$ cat src/rtl/isotp_pkg.sv
// Shared types and codes for the ISO-TP receive frame classifier.
// Used by isotp_cfg_regs, isotp_decode and isotp_rx_frame_classifier; depends on nothing.
package isotp_pkg;

  localparam int IdW = 29;

  // Link status codes (3 bits, code 7 has no name and passes through)
  localparam logic [2:0] LS_IDLE    = 3'd0;
  localparam logic [2:0] LS_SEND_SF = 3'd1;
  localparam logic [2:0] LS_SEND_FF = 3'd2;
  localparam logic [2:0] LS_WAIT_FC = 3'd3;
  localparam logic [2:0] LS_SEND_CF = 3'd4;
  localparam logic [2:0] LS_SEND_FC = 3'd5;
  localparam logic [2:0] LS_WAIT_CF = 3'd6;

  // PCI frame types (upper nibble of data byte 0)
  localparam logic [3:0] PCI_SF = 4'd0;
  localparam logic [3:0] PCI_FF = 4'd1;
  localparam logic [3:0] PCI_CF = 4'd2;
  localparam logic [3:0] PCI_FC = 4'd3;

  localparam logic [3:0] MinDlc = 4'd8;

  // Verdict codes
  localparam logic [1:0] VERDICT_HANDLED  = 2'd0;
  localparam logic [1:0] VERDICT_SHORT    = 2'd1;
  localparam logic [1:0] VERDICT_MISMATCH = 2'd2;
  localparam logic [1:0] VERDICT_BUSY     = 2'd3;

  // Frame kind codes
  localparam logic [2:0] KIND_NONE   = 3'd0;
  localparam logic [2:0] KIND_SINGLE = 3'd1;
  localparam logic [2:0] KIND_FIRST  = 3'd2;
  localparam logic [2:0] KIND_CONSEC = 3'd3;
  localparam logic [2:0] KIND_FLOW   = 3'd4;

  // One received frame header plus link context
  typedef struct packed {
    logic [IdW-1:0] can_id;
    logic [3:0]     frame_dlc;
    logic [7:0]     pci_byte;
    logic [7:0]     second_byte;
    logic [7:0]     third_byte;
    logic [2:0]     link_status;
    logic           module_on;
  } frame_t;

  // One classification result
  typedef struct packed {
    logic [1:0]  verdict;
    logic        functional_addr;
    logic [2:0]  frame_kind;
    logic [3:0]  single_length;
    logic [11:0] first_length;
    logic [3:0]  sequence_number;
    logic [3:0]  flow_status;
    logic [7:0]  block_size;
    logic [7:0]  st_min;
    logic [2:0]  next_link_status;
    logic        wake_request;
  } result_t;

endpackage

$ cat src/rtl/isotp_cfg_regs.sv
// APB-style register file holding the functional and physical receive IDs.
// Depends on isotp_pkg for the identifier width.
module isotp_cfg_regs (
  input  logic                     clk,
  input  logic                     rst_n,
  input  logic                     psel,
  input  logic                     penable,
  input  logic                     pwrite,
  input  logic [2:0]               paddr,
  input  logic [31:0]              pwdata,
  output logic [31:0]              prdata,
  output logic                     pready,
  output logic [isotp_pkg::IdW-1:0] functional_rx_id,
  output logic [isotp_pkg::IdW-1:0] physical_rx_id
);
  import isotp_pkg::*;

  localparam logic REG_FUNC = 1'b0;

  logic [IdW-1:0] func_id_r;
  logic [IdW-1:0] phys_id_r;
  logic           wr_en;
  logic           reg_sel;

  assign pready  = 1'b1;
  assign wr_en   = psel & penable & pwrite;
  assign reg_sel = paddr[2];

  // Register writes
  always_ff @(posedge clk) begin
    if (!rst_n) begin
      func_id_r <= '0;
      phys_id_r <= '0;
    end else if (wr_en) begin
      if (reg_sel == REG_FUNC) begin
        func_id_r <= pwdata[IdW-1:0];
      end else begin
        phys_id_r <= pwdata[IdW-1:0];
      end
    end
  end

  // Read-back
  always_comb begin
    prdata = '0;
    if (reg_sel == REG_FUNC) begin
      prdata[IdW-1:0] = func_id_r;
    end else begin
      prdata[IdW-1:0] = phys_id_r;
    end
  end

  assign functional_rx_id = func_id_r;
  assign physical_rx_id   = phys_id_r;

endmodule

$ cat src/rtl/isotp_decode.sv
// Combinational classification of one registered frame header.
// Depends on isotp_pkg for frame_t, result_t and the protocol codes.
module isotp_decode (
  input  isotp_pkg::frame_t         frame,
  input  logic [isotp_pkg::IdW-1:0] functional_rx_id,
  input  logic [isotp_pkg::IdW-1:0] physical_rx_id,
  output isotp_pkg::result_t        result
);
  import isotp_pkg::*;

  logic [3:0] pci_type;
  logic [3:0] pci_low;
  logic       func_match;
  logic       phys_match;
  logic [2:0] st;
  logic       tx_busy;

  assign pci_type   = frame.pci_byte[7:4];
  assign pci_low    = frame.pci_byte[3:0];
  assign func_match = (frame.can_id == functional_rx_id);
  assign phys_match = (frame.can_id == physical_rx_id);
  assign st         = frame.link_status;
  assign tx_busy    = (st == LS_WAIT_FC) || (st == LS_SEND_CF);

  always_comb begin
    result = '0;
    result.next_link_status = st;
    if (frame.frame_dlc < MinDlc) begin
      result.verdict = VERDICT_SHORT;
    end else if (!func_match && !phys_match) begin
      result.verdict = VERDICT_MISMATCH;
    end else begin
      // functional match wins when both IDs are equal
      result.functional_addr = func_match;
      if (tx_busy && (pci_type != PCI_FC)) begin
        result.verdict = VERDICT_BUSY;
      end else begin
        result.verdict      = VERDICT_HANDLED;
        result.wake_request = ~frame.module_on;
        case (pci_type)
          PCI_SF: begin
            // a single frame aborts a wait for consecutive frames
            if (st == LS_WAIT_CF || st == LS_IDLE) begin
              result.next_link_status = LS_IDLE;
              result.frame_kind       = KIND_SINGLE;
              result.single_length    = pci_low;
            end
          end
          PCI_FF: begin
            if (!func_match && st != LS_SEND_FC && st != LS_SEND_CF) begin
              result.frame_kind   = KIND_FIRST;
              result.first_length = {pci_low, frame.second_byte};
            end
          end
          PCI_CF: begin
            if (!func_match && st == LS_WAIT_CF) begin
              result.frame_kind      = KIND_CONSEC;
              result.sequence_number = pci_low;
            end
          end
          PCI_FC: begin
            if (!func_match && tx_busy) begin
              result.frame_kind  = KIND_FLOW;
              result.flow_status = pci_low;
              result.block_size  = frame.second_byte;
              result.st_min      = frame.third_byte;
            end
          end
          default: begin
            // other frame types are handled but not taken
          end
        endcase
      end
    end
  end

endmodule

$ cat src/rtl/isotp_rx_frame_classifier.sv
// ISO-TP receive frame classifier top level: input register, decode, result register.
// Depends on isotp_pkg, isotp_cfg_regs and isotp_decode.
//
// Usage:
//   Input channel: drive the in_* fields and pulse start; a word is taken at each
//   rising edge with start high and busy low. busy is always low, so one frame
//   can be taken every cycle.
//   Result channel: each result appears on the out_* ports for exactly one cycle
//   with out_valid high, once its frame has passed the input register and then
//   the result register, and is taken at the edge that ends that cycle. Results
//   leave in the order frames came in.
//   Throughput is one frame per cycle, set by the single decode stage between
//   the two registers.
//   Configuration: APB-style port, functional_rx_id at byte address 0 and
//   physical_rx_id at byte address 4; write only while no frame is in flight.
//   Reset (rst_n low, synchronous) clears both IDs and drops all words in flight.
//   The receiver cannot stall; it must take each result in its strobe cycle.
module isotp_rx_frame_classifier (
  input  logic        clk,
  input  logic        rst_n,
  // input channel
  input  logic        start,
  output logic        busy,
  input  logic [28:0] in_can_id,
  input  logic [3:0]  in_frame_dlc,
  input  logic [7:0]  in_pci_byte,
  input  logic [7:0]  in_second_byte,
  input  logic [7:0]  in_third_byte,
  input  logic [2:0]  in_link_status,
  input  logic        in_module_on,
  // result channel
  output logic        out_valid,
  output logic [1:0]  out_verdict,
  output logic        out_functional_addr,
  output logic [2:0]  out_frame_kind,
  output logic [3:0]  out_single_length,
  output logic [11:0] out_first_length,
  output logic [3:0]  out_sequence_number,
  output logic [3:0]  out_flow_status,
  output logic [7:0]  out_block_size,
  output logic [7:0]  out_st_min,
  output logic [2:0]  out_next_link_status,
  output logic        out_wake_request,
  // configuration port
  input  logic        psel,
  input  logic        penable,
  input  logic        pwrite,
  input  logic [2:0]  paddr,
  input  logic [31:0] pwdata,
  output logic [31:0] prdata,
  output logic        pready
);
  import isotp_pkg::*;

  logic           in_acc;
  logic           s1_valid_r;
  frame_t         s1_frame_r;
  logic           out_valid_r;
  result_t        result_nxt;
  result_t        result_r;
  logic [IdW-1:0] func_id;
  logic [IdW-1:0] phys_id;

  assign busy   = 1'b0;
  assign in_acc = start & ~busy;

  isotp_cfg_regs u_cfg (
    .clk              (clk),
    .rst_n            (rst_n),
    .psel             (psel),
    .penable          (penable),
    .pwrite           (pwrite),
    .paddr            (paddr),
    .pwdata           (pwdata),
    .prdata           (prdata),
    .pready           (pready),
    .functional_rx_id (func_id),
    .physical_rx_id   (phys_id)
  );

  // Input register
  always_ff @(posedge clk) begin
    if (!rst_n) begin
      s1_valid_r <= 1'b0;
    end else begin
      s1_valid_r <= in_acc;
    end
  end

  always_ff @(posedge clk) begin
    if (in_acc) begin
      s1_frame_r.can_id      <= in_can_id;
      s1_frame_r.frame_dlc   <= in_frame_dlc;
      s1_frame_r.pci_byte    <= in_pci_byte;
      s1_frame_r.second_byte <= in_second_byte;
      s1_frame_r.third_byte  <= in_third_byte;
      s1_frame_r.link_status <= in_link_status;
      s1_frame_r.module_on   <= in_module_on;
    end
  end

  isotp_decode u_decode (
    .frame            (s1_frame_r),
    .functional_rx_id (func_id),
    .physical_rx_id   (phys_id),
    .result           (result_nxt)
  );

  // Result register
  always_ff @(posedge clk) begin
    if (!rst_n) begin
      out_valid_r <= 1'b0;
    end else begin
      out_valid_r <= s1_valid_r;
    end
  end

  always_ff @(posedge clk) begin
    if (s1_valid_r) begin
      result_r <= result_nxt;
    end
  end

  assign out_valid            = out_valid_r;
  assign out_verdict          = result_r.verdict;
  assign out_functional_addr  = result_r.functional_addr;
  assign out_frame_kind       = result_r.frame_kind;
  assign out_single_length    = result_r.single_length;
  assign out_first_length     = result_r.first_length;
  assign out_sequence_number  = result_r.sequence_number;
  assign out_flow_status      = result_r.flow_status;
  assign out_block_size       = result_r.block_size;
  assign out_st_min           = result_r.st_min;
  assign out_next_link_status = result_r.next_link_status;
  assign out_wake_request     = result_r.wake_request;

`ifndef SYNTH
  // every result strobe comes from a frame taken by the input register and passed on by the result register
  a_out_from_start: assert property (@(posedge clk) disable iff (!rst_n)
    out_valid |-> $past(start, 2))
    else $error("result strobe without a frame taken two cycles earlier");

  // rejected frames (any verdict but handled) carry no decoded kind and no wake request
  a_reject_clean: assert property (@(posedge clk) disable iff (!rst_n)
    (out_valid && out_verdict != VERDICT_HANDLED) |->
      (out_frame_kind == KIND_NONE && !out_wake_request))
    else $error("rejected frame carries decoded content");

  // flow control is only taken on physical addressing
  a_flow_physical: assert property (@(posedge clk) disable iff (!rst_n)
    (out_valid && out_frame_kind == KIND_FLOW) |-> !out_functional_addr)
    else $error("flow control taken on functional addressing");

  // only a taken single frame changes the link status
  a_link_change: assert property (@(posedge clk) disable iff (!rst_n)
    (out_valid && out_next_link_status != $past(in_link_status, 2)) |->
      (out_frame_kind == KIND_SINGLE))
    else $error("link status changed without a single frame");
`endif

endmodule
$ cat config.mk
export PLATFORM = sky130hd
export DESIGN_NAME = isotp_rx_frame_classifier
export DESIGN_NICKNAME = d
export VERILOG_FILES = /design/src/rtl/isotp_pkg.sv /design/src/rtl/isotp_cfg_regs.sv /design/src/rtl/isotp_decode.sv /design/src/rtl/isotp_rx_frame_classifier.sv
export SDC_FILE = /design/constraint.sdc
export NUM_CORES = 1
export LEC_CHECK = 0
export BUFFER_PORTS_ARGS = -buffer_cell sky130_fd_sc_hd__clkbuf_2
export CAP_MARGIN = 20
export CORE_MARGIN = 3
export CORE_UTILIZATION = 53
export DETAILED_ROUTE_END_ITERATION = 8
export HOLD_SLACK_MARGIN = 0.03
export PLACE_DENSITY = 0.8
export SLEW_MARGIN = 0
export SYNTH_ARGS = -nofsm -noshare
export SYNTH_HDL_FRONTEND = slang
export SYNTH_HIERARCHICAL = 1
export SYNTH_SLANG_ARGS = --single-unit
$ cat constraint.sdc
create_clock -name clk -period 2.5 [get_ports clk]
set_input_delay 0.375 -clock clk [delete_from_list [all_inputs] [get_ports clk]]
set_output_delay 0.375 -clock clk [all_outputs]
set_load 0.005 [all_outputs]
* Word level (Yosys, flattened, before mapping) *
Index checks and enable logic that the tools add are counted.

storage, ports and cells
  output and inout bits = 85
  input port bits = 102
  word-level logic and storage cells = 79
  flip-flop bits (word level) = 171

cells by class
  equal/unequal tests = 11
  order comparisons = 1
  bitwise gates (word level) = 12
  reduce and logical (&&, ||, !) cells = 20
  mux-type cells = 13

operator list
  kind                                               number
  == test 29 bit                                     2
  2-to-1 mux 29 bit                                  1
  OR reduction 5 bit                                 4
  2-to-1 mux 4 bit                                   3
  one-hot mux 3 bit (4 select lines)                 1
  NOT 1 bit                                          10
  2-to-1 mux 3 bit                                   3
  == test 4 x 2 -> 1 bit, second input constant      2
  2-to-1 mux 2 bit                                   4
  == test 3 bit, second input constant               2
  logical AND 1 bit                                  6
  != test 3 bit, second input constant               2
  2-to-1 mux 5 bit                                   1
  == test 4 x 1 -> 1 bit, second input constant      1
  logical NOT 4 bit                                  1
  less-than comparator 4 bit, second input constant  1
  != test 4 x 2 -> 1 bit, second input constant      1
  AND reduction 2 bit                                2
  == test 3 x 2 -> 1 bit, second input constant      1
  logical NOT 3 bit                                  1
  OR reduction 3 bit                                 1
  AND 1 bit                                          2
  logical NOT 1 bit                                  2
  logical OR 1 bit                                   2
  OR reduction 2 bit                                 1

* Logic depth before layout (Yosys ltp) *
Gate-level depths: netlist (run 1).

  word-level depth = 7
  gate-level depth with buffers = 7
  mapped depth without buffers = 6

* Cells and area by module *
The synthesis (run 1) kept the hierarchy.

modules (own cells, without submodules)
  module                     area each (µm²)  sequential area each (µm²)  instances  cells an instance
  isotp_rx_frame_classifier  3397.0           3373.2                      1          117
  isotp_cfg_regs             2548.7           1161.1                      1          260
  isotp_decode               1191.1           0.0                         1          181

* Worst setup path after synthesis (run 1) *
No wires, ideal clock.

  path type = register -> register
  start point = register s1_frame_r[45] in the netlist's numbering
  end point = register result_r (netlist bit out_first_length[2]) (data pin)
  path buffers = 1
  data required time = 2.345 ns
  period minus slack after synthesis = 1.906 ns
  slack = 0.594 ns
  stages on the path, launching flop included = 8
  setup time = 0.155 ns
  arrival = 1.752 ns
  cell sequence = edfxtp_1 xor2_1 nor4_1 nand3_1 nor4_4 nand3_2 buf_6 nor3_2

on the way
  longest elaborated chain between the ends = 6
  elaborated cells between the ends (all ways) = 9
  those cells by class = eq/ne (2); bitwise (1); reduce/logical (6)

RTL lines
  what                                   line                                    RTL
  start, declared                        isotp_rx_frame_classifier.sv:57         frame_t s1_frame_r;
  == test 29 bit                         isotp_decode.sv:20                      assign func_match = (frame.can_id == functional_rx_id);
  logical NOT 1 bit                      isotp_decode.sv:30, isotp_decode.sv:50
  logical AND 1 bit (2 in series)        isotp_decode.sv:50                      if (!func_match && st != LS_SEND_FC && st != LS_SEND_CF) begin
  NOT 1 bit (no source line)             --
  OR reduction 5 bit (no source line) *  --
  end signal, assigned                   isotp_rx_frame_classifier.sv:120        result_r <= result_nxt;
  end, declared                          isotp_rx_frame_classifier.sv:60         result_t result_r;

Every way passes the cells marked *; elsewhere a longest branch is shown, timed or not.
A chain may end at the register's enable or synchronous reset.

* Worst setup path in the final report (run 1) *
  start point = register s1_frame_r[50] in the netlist's numbering
  end point = register result_r (netlist bit out_first_length[9]) (data pin)

The elaborated chain is that of the path after synthesis.

==> impl_metrics.csv, run 1 <==
group,metric,value,unit
flow_run,drv_cap,0,
timing,max_freq,0.4255,GHz
setup_path,critical_path.top_delay_family,"simple AND/OR/NAND/NOR gates",
setup_path,cp_max_fo,13,
global_routing,grt_pass1_vias,4782,
pwr,p_sw_frac,0.2158,
setup_path,critical_path_class,"reg2reg",
placed_design,numPortBuffers,173,
setup_path,endpoint_kind,"flip-flop",
global_routing,antenna_found_initial,0,
pwr,intPower,4.839,mW
clocking,path_clk_slew,0.07,ns
routing,first_pass_iters,5,
routing,wirelength,16120,um
timing,relSlewSlack,0.4991,
clocking,cts_buffers,17,
placed_design,dpl_cell_area,8080,um^2
die,core_area,12820,um^2
synth,syn_area_per_cell,12.70,um^2
placed_design,gp_congestion,0.8297,
pwr,combinationalPowerShare,0.070,
die,dieArea,14710,um^2
timing,holdWs,0.1256,ns
clocking,clockBufferDepth,2,
timing,hold_violations,0,
finish,postLayoutCellArea,8682,um^2
finish,area_delta_synth_final,23.21,%
timing,fin_setup_tns,0,ns
routing,vias,4819,
routing,wire_per_inst,17.65,um
setup_path,crit_path_top_delay_cell,"edfxtp_1",
die,row_count,41,
routing,drtAntennaViolNets,0,
global_routing,grt_usage,0.2220,
timing,period_share,0.9401,
setup_path,worstPathRequired,2.74,ns
pwr,netSwitchingPower,1.331,mW
timing,rsz0062_at_grt,"no",
clocking,cts_tree,"yes",
global_routing,grtUsageMet1,0.2742,
die,die_width,121.3,um
timing,setup_viol_count_final,0,
routing,initialDrtViolationCount,409,
die,die_h,121.3,um
clocking,clk_latency,0.42,ns
global_routing,grt_overflow,0,
timing,fin_worst_skew,0.01177,ns
pwr,p_leak,3.669,nW
clocking,cts_htree_levels,4,
outcome,outcome,"finished clean",
finish,fin_nets,830,
die,initial_core_util,0.5495,
placed_design,hpwl,11120,um
setup_path,crit_path_start_kind,"flip-flop",
clocking,cts_hold_buf,0,
routing,routed_via_density,5.278,
pwr,seq_power_share,0.513,
synth,syn_area,7047,um^2
setup_path,arrival,2.59,ns
clocking,cts-root-buf,"clkbuf_16",
routing,drc,0,
finish,fill_cells,928,
global_routing,busiest_layer,"met2",
timing,layout_min_cycle_time,2.350,ns
setup_path,slowest_delay,0.42,ns
die,io_pins,187,
setup_path,cp_num_buf_inv,1,
timing,finalMaxSlewViolations,0,
global_routing,grt_pass1_wl,24610,um
pwr,p_clk_frac,0.417,
pwr,powerDensity,710.7,nW/um^2
setup_path,cp_cell_sequence,"xor2_1 > nor4_1 > nand4_1 > nor4_4 > nand3_2 > buf_4 > nor3_1",
clocking,cts_sinks,168,
finish,layout-drive-gt1-share,0.3509,
pwr,vdd_drop_max,0.4823,mV
global_routing,use_met3,0.05688,
synth,synth_warnings,6,
global_routing,grtUsageMet2,0.3803,
min_path,hold_class,"in2reg",
timing,worst_pin_slew,0.7493,ns
synth,syn_inst,555,
finish,antenna_cells,0,
global_routing,grt_max_degree,64,
repair_timing:
item / in CTS / in global routing
resized for setup: 0 / 2
endpoints found under the setup margin: 0 / 22
setup buffers: 0 / 1
cells in the final DEF, fill, tap and decap left out, types with 2 or more instances in the layout:
cell type / n
clkbuf_2: 173
nand2_1: 109
edfxtp_1: 108
dfxtp_1: 59
mux2i_1: 58
xnor2_1: 30
nor2_1: 30
mux2_2: 29
xor2_1: 29
clkbuf_16: 17
nand4_1: 10
buf_4: 9
nor3_2: 9
nor4_1: 7
clkinv_2: 6
nor3_1: 6
conb_1: 5
nand3_1: 5
clkbuf_8: 4
nor3b_1: 4
buf_12: 3
a21oi_1: 3
o21a_1: 3
and2_1: 2
clkbuf_1: 2
bufinv_16: 2
inv_1: 2
or4_1: 2
metrics by stage:
stage | power [mW] | std cells | setup WS (ns) | util
3_5_place_dp | 3.648 | 880 | 0.1890 | 0.6300
2_1_floorplan | 3.435 | 557 | 0.5936 | -
4_1_cts | 6.214 | 912 | 0.1708 | 0.6757
6_report | 6.170 | 913 | 0.1497 | 0.6770
5_1_grt | 6.372 | 913 | 0.02110 | 0.6770
3_3_place_gp | 3.630 | 880 | 0.2325 | 0.6300
metal layers:
| layer | up-vias | wire length [um] |
|---|---|---|
| met4 | 0 | 306 |
| li1 | 2280 | - |
| met2 | 214 | 8135 |
| met1 | 2304 | 6486 |
| met3 | 21 | 1191 |
| met5 | - | 0 |
registers in the layout, indices dropped and copies added, names as in the netlist, 2 cells and up:
signal and cells:
out_frame_kind 3, s1_frame_r 58, out_block_size 8, out_verdict 2
u_cfg/functional_rx_id 29, out_first_length 12, out_single_length 4, out_next_link_status 3
out_flow_status 4, out_st_min 8, out_sequence_number 4, u_cfg/physical_rx_id 29
area by class of cell:
type	instances	area, um^2	area share
repair buffers	185	993.5	0.1144
flip-flops and latches	168	4446	0.5120
clock inverters	9	97.59	0.01124
multi-input cells	354	2435	0.2804
inverters	2	7.507	0.0008647
clock buffers	23	488.0	0.05620
well taps	172	215.2	0.02479
worst reg2reg max path, cell delays in order (launching register included):
cell and delay, ns:
edfxtp_1 0.42, xor2_1 0.21, nor4_1 0.39, nand4_1 0.21
nor4_4 0.40, nand3_2 0.11, buf_4 0.22, nor3_1 0.22
power by group through the flow:
stage | logic [mW] | clock network (mW) | registers, mW
2_1_floorplan | 0.222 | 0 | 3.21
3_3_place_gp | 0.414 | 0 | 3.22
3_5_place_dp | 0.424 | 0 | 3.22
4_1_cts | 0.430 | 2.62 | 3.17
5_1_grt | 0.465 | 2.73 | 3.18
6_report | 0.430 | 2.57 | 3.17
final timing paths:
path,from,endpoint,slack [ns],depth (start not counted)
min,in_can_id[16],s1_frame_r[48],0.13,1
min reg2reg,u_cfg/functional_rx_id[2],u_cfg/functional_rx_id[2],0.48,2
max reg2reg,s1_frame_r[50],out_first_length[9],0.15,7
max,s1_frame_r[50],out_first_length[9],0.15,7
Power figures use the tool's default switching activity.
==> run 2: changes to the inputs <==
Settings changed: ABC_AREA from default to 1, CORE_UTILIZATION 53 to 54, HOLD_SLACK_MARGIN 0.03 to default.
==> impl_metrics.csv, run 2 <==
group,metric,value,unit
clocking,cts-root-buf,"clkbuf_16",
placed_design,numPortBuffers,173,
die,die_width,125.2,um
placed_design,hpwl,12080,um
global_routing,grt_pass1_wl,27610,um
finish,fill_cells,1103,
die,initial_core_util,0.5658,
clocking,clockBufferDepth,2,
clocking,cts_hold_buf,0,
clocking,cts_resized,0,
clocking,cts_sinks,168,
min_path,whs_path_depth,1,
timing,hold_violations,0,
clocking,cts_tree,"yes",
die,io_pins,187,
setup_path,r2r_start,"s1_frame_r[38]",
die,row_count,42,
min_path,hold_class,"in2reg",
routing,wire_per_inst,14.37,um
clocking,clk_latency,0.42,ns
setup_path,endpoint_kind,"flip-flop",
pwr,powerDensity,690.4,nW/um^2
timing,rsz0062_at_grt,"no",
setup_path,r2r_cells,10,
min_path,whs_endpoint,"s1_frame_r[33]",
outcome,outcome,"finished clean",
finish,largest_reg_flops,58,
timing,holdWs,0.1222,ns
timing,max_freq,0.4883,GHz
finish,area_delta_synth_final,20.00,%
finish,fin_nets,1141,
finish,top_register,"s1_frame_r",
setup_path,cp_max_fo,17,
finish,mostFrequentLayoutCells,"nand2_1, nor2_1, clkbuf_2",
synth,syn_area,7671,um^2
synth,syn_area_per_cell,8.747,um^2
clocking,cts_setup_buffers,0,
setup_path,r2r_slack,0.45,ns
finish,final_common_cell,"nand2_1",
global_routing,grt_usage,0.2258,
clocking,path_clk_slew,0.06,ns
routing,initialDrtViolationCount,536,
timing,period_share,0.8192,
timing,relSlewSlack,0.4622,
synth,syn_inst,877,
routing,vias,5977,
die,die_h,125.2,um
global_routing,grt_max_degree,61,
setup_path,crit_path_start_kind,"flip-flop",
flow_run,drv_cap,0,
timing,fin_setup_tns,0,ns
pwr,vdd_drop_max,0.5087,mV
timing,worst_pin_slew,0.8048,ns
setup_path,arrival,2.23,ns
global_routing,grt_overflow,0,
finish,antenna_cells,0,
placed_design,gp_congestion,0.8747,
routing,drc,0,
routing,wirelength,17650,um
global_routing,grt_pass1_vias,5491,
die,core_area,13560,um^2
global_routing,antenna_found_initial,0,
routing,routed_via_density,4.867,
synth,synth_warnings,6,
pwr,p_leak,4.232,nW
timing,finalMaxSlewViolations,0,
clocking,cts_htree_levels,4,
timing,fin_worst_skew,0.005616,ns
min_path,min_from,"in_can_id[1]",
setup_path,worstReg2RegEnd,"out_next_link_status[2]",
timing,layout_min_cycle_time,2.048,ns
routing,drtAntennaViolNets,0,
clocking,cts_buffers,17,
die,dieArea,15670,um^2
finish,layout-drive-gt1-share,0.2319,
setup_path,critical_path_class,"reg2reg",
setup_path,worstPathRequired,2.68,ns
routing,first_pass_iters,5,
timing,setup_viol_count_final,0,
-- run 2: worst max-delay path: stages (launching register included) --
cell,delay (ns)
edfxtp_1,0.43
xnor2_1,0.18
nand2_1,0.08
nor2_1,0.17
nand2_1,0.12
nor2_2,0.16
nand2_4,0.11
nand2_4,0.21
nand3_2,0.18
nand2_1,0.11
inv_1,0.04
-- run 2: cell type report --
cell class	count	area, um^2	share of cell area
Clock buffer	19	432.9	0.04703
Sequential cell	168	4446	0.4829
Multi-Input combinational cell	570	2589	0.2812
Inverter	99	371.6	0.04037
Clock inverter	13	155.1	0.01685
Tap cell	176	220.2	0.02392
Timing Repair Buffer	183	991.0	0.1077
-- run 2: how the worst max path moves through the flow --
stage / from / end / slack, ns / cells after the start
2_1_floorplan: s1_valid_r / out_block_size[0] / 0.71 / 0
3_3_place_gp: s1_frame_r[38] / out_next_link_status[1] / 0.52 / 10
3_5_place_dp: s1_frame_r[48] / out_block_size[0] / 0.49 / 9
4_1_cts: s1_frame_r[48] / out_block_size[0] / 0.45 / 9
5_1_grt: s1_frame_r[57] / out_block_size[0] / 0.30 / 9
6_report: s1_frame_r[38] / out_next_link_status[2] / 0.45 / 10
-- run 2: through the flow --
step           setup WS (ns)  area [um^2]  power [mW]  instances    util
2_1_floorplan         0.7100         7679       3.563        879       -
3_3_place_gp          0.5227         8617       3.777       1196  0.6356
3_5_place_dp          0.4932         8617       3.795       1196  0.6356
4_1_cts               0.4498         9205       6.394       1228  0.6789
5_1_grt               0.2997         9205       6.586       1228  0.6789
6_report              0.4519         9205       6.356       1228  0.6789
-- run 2: metal layers --
layer  vias to the layer above  wire length [um]  GRT usage
met1                      2697              7581     0.2974
met5                         -                 0          0
met3                        22              1063    0.04947
li1                       3039                 -          -
met4                         0               302    0.07334
met2                       219              8702     0.3749
-- run 2: where the power goes --
group,internal (mW),switching [mW]
Clock,1.56,1.05
Sequential,3.09,0.0970
Combinational,0.222,0.333
Total,4.88,1.48
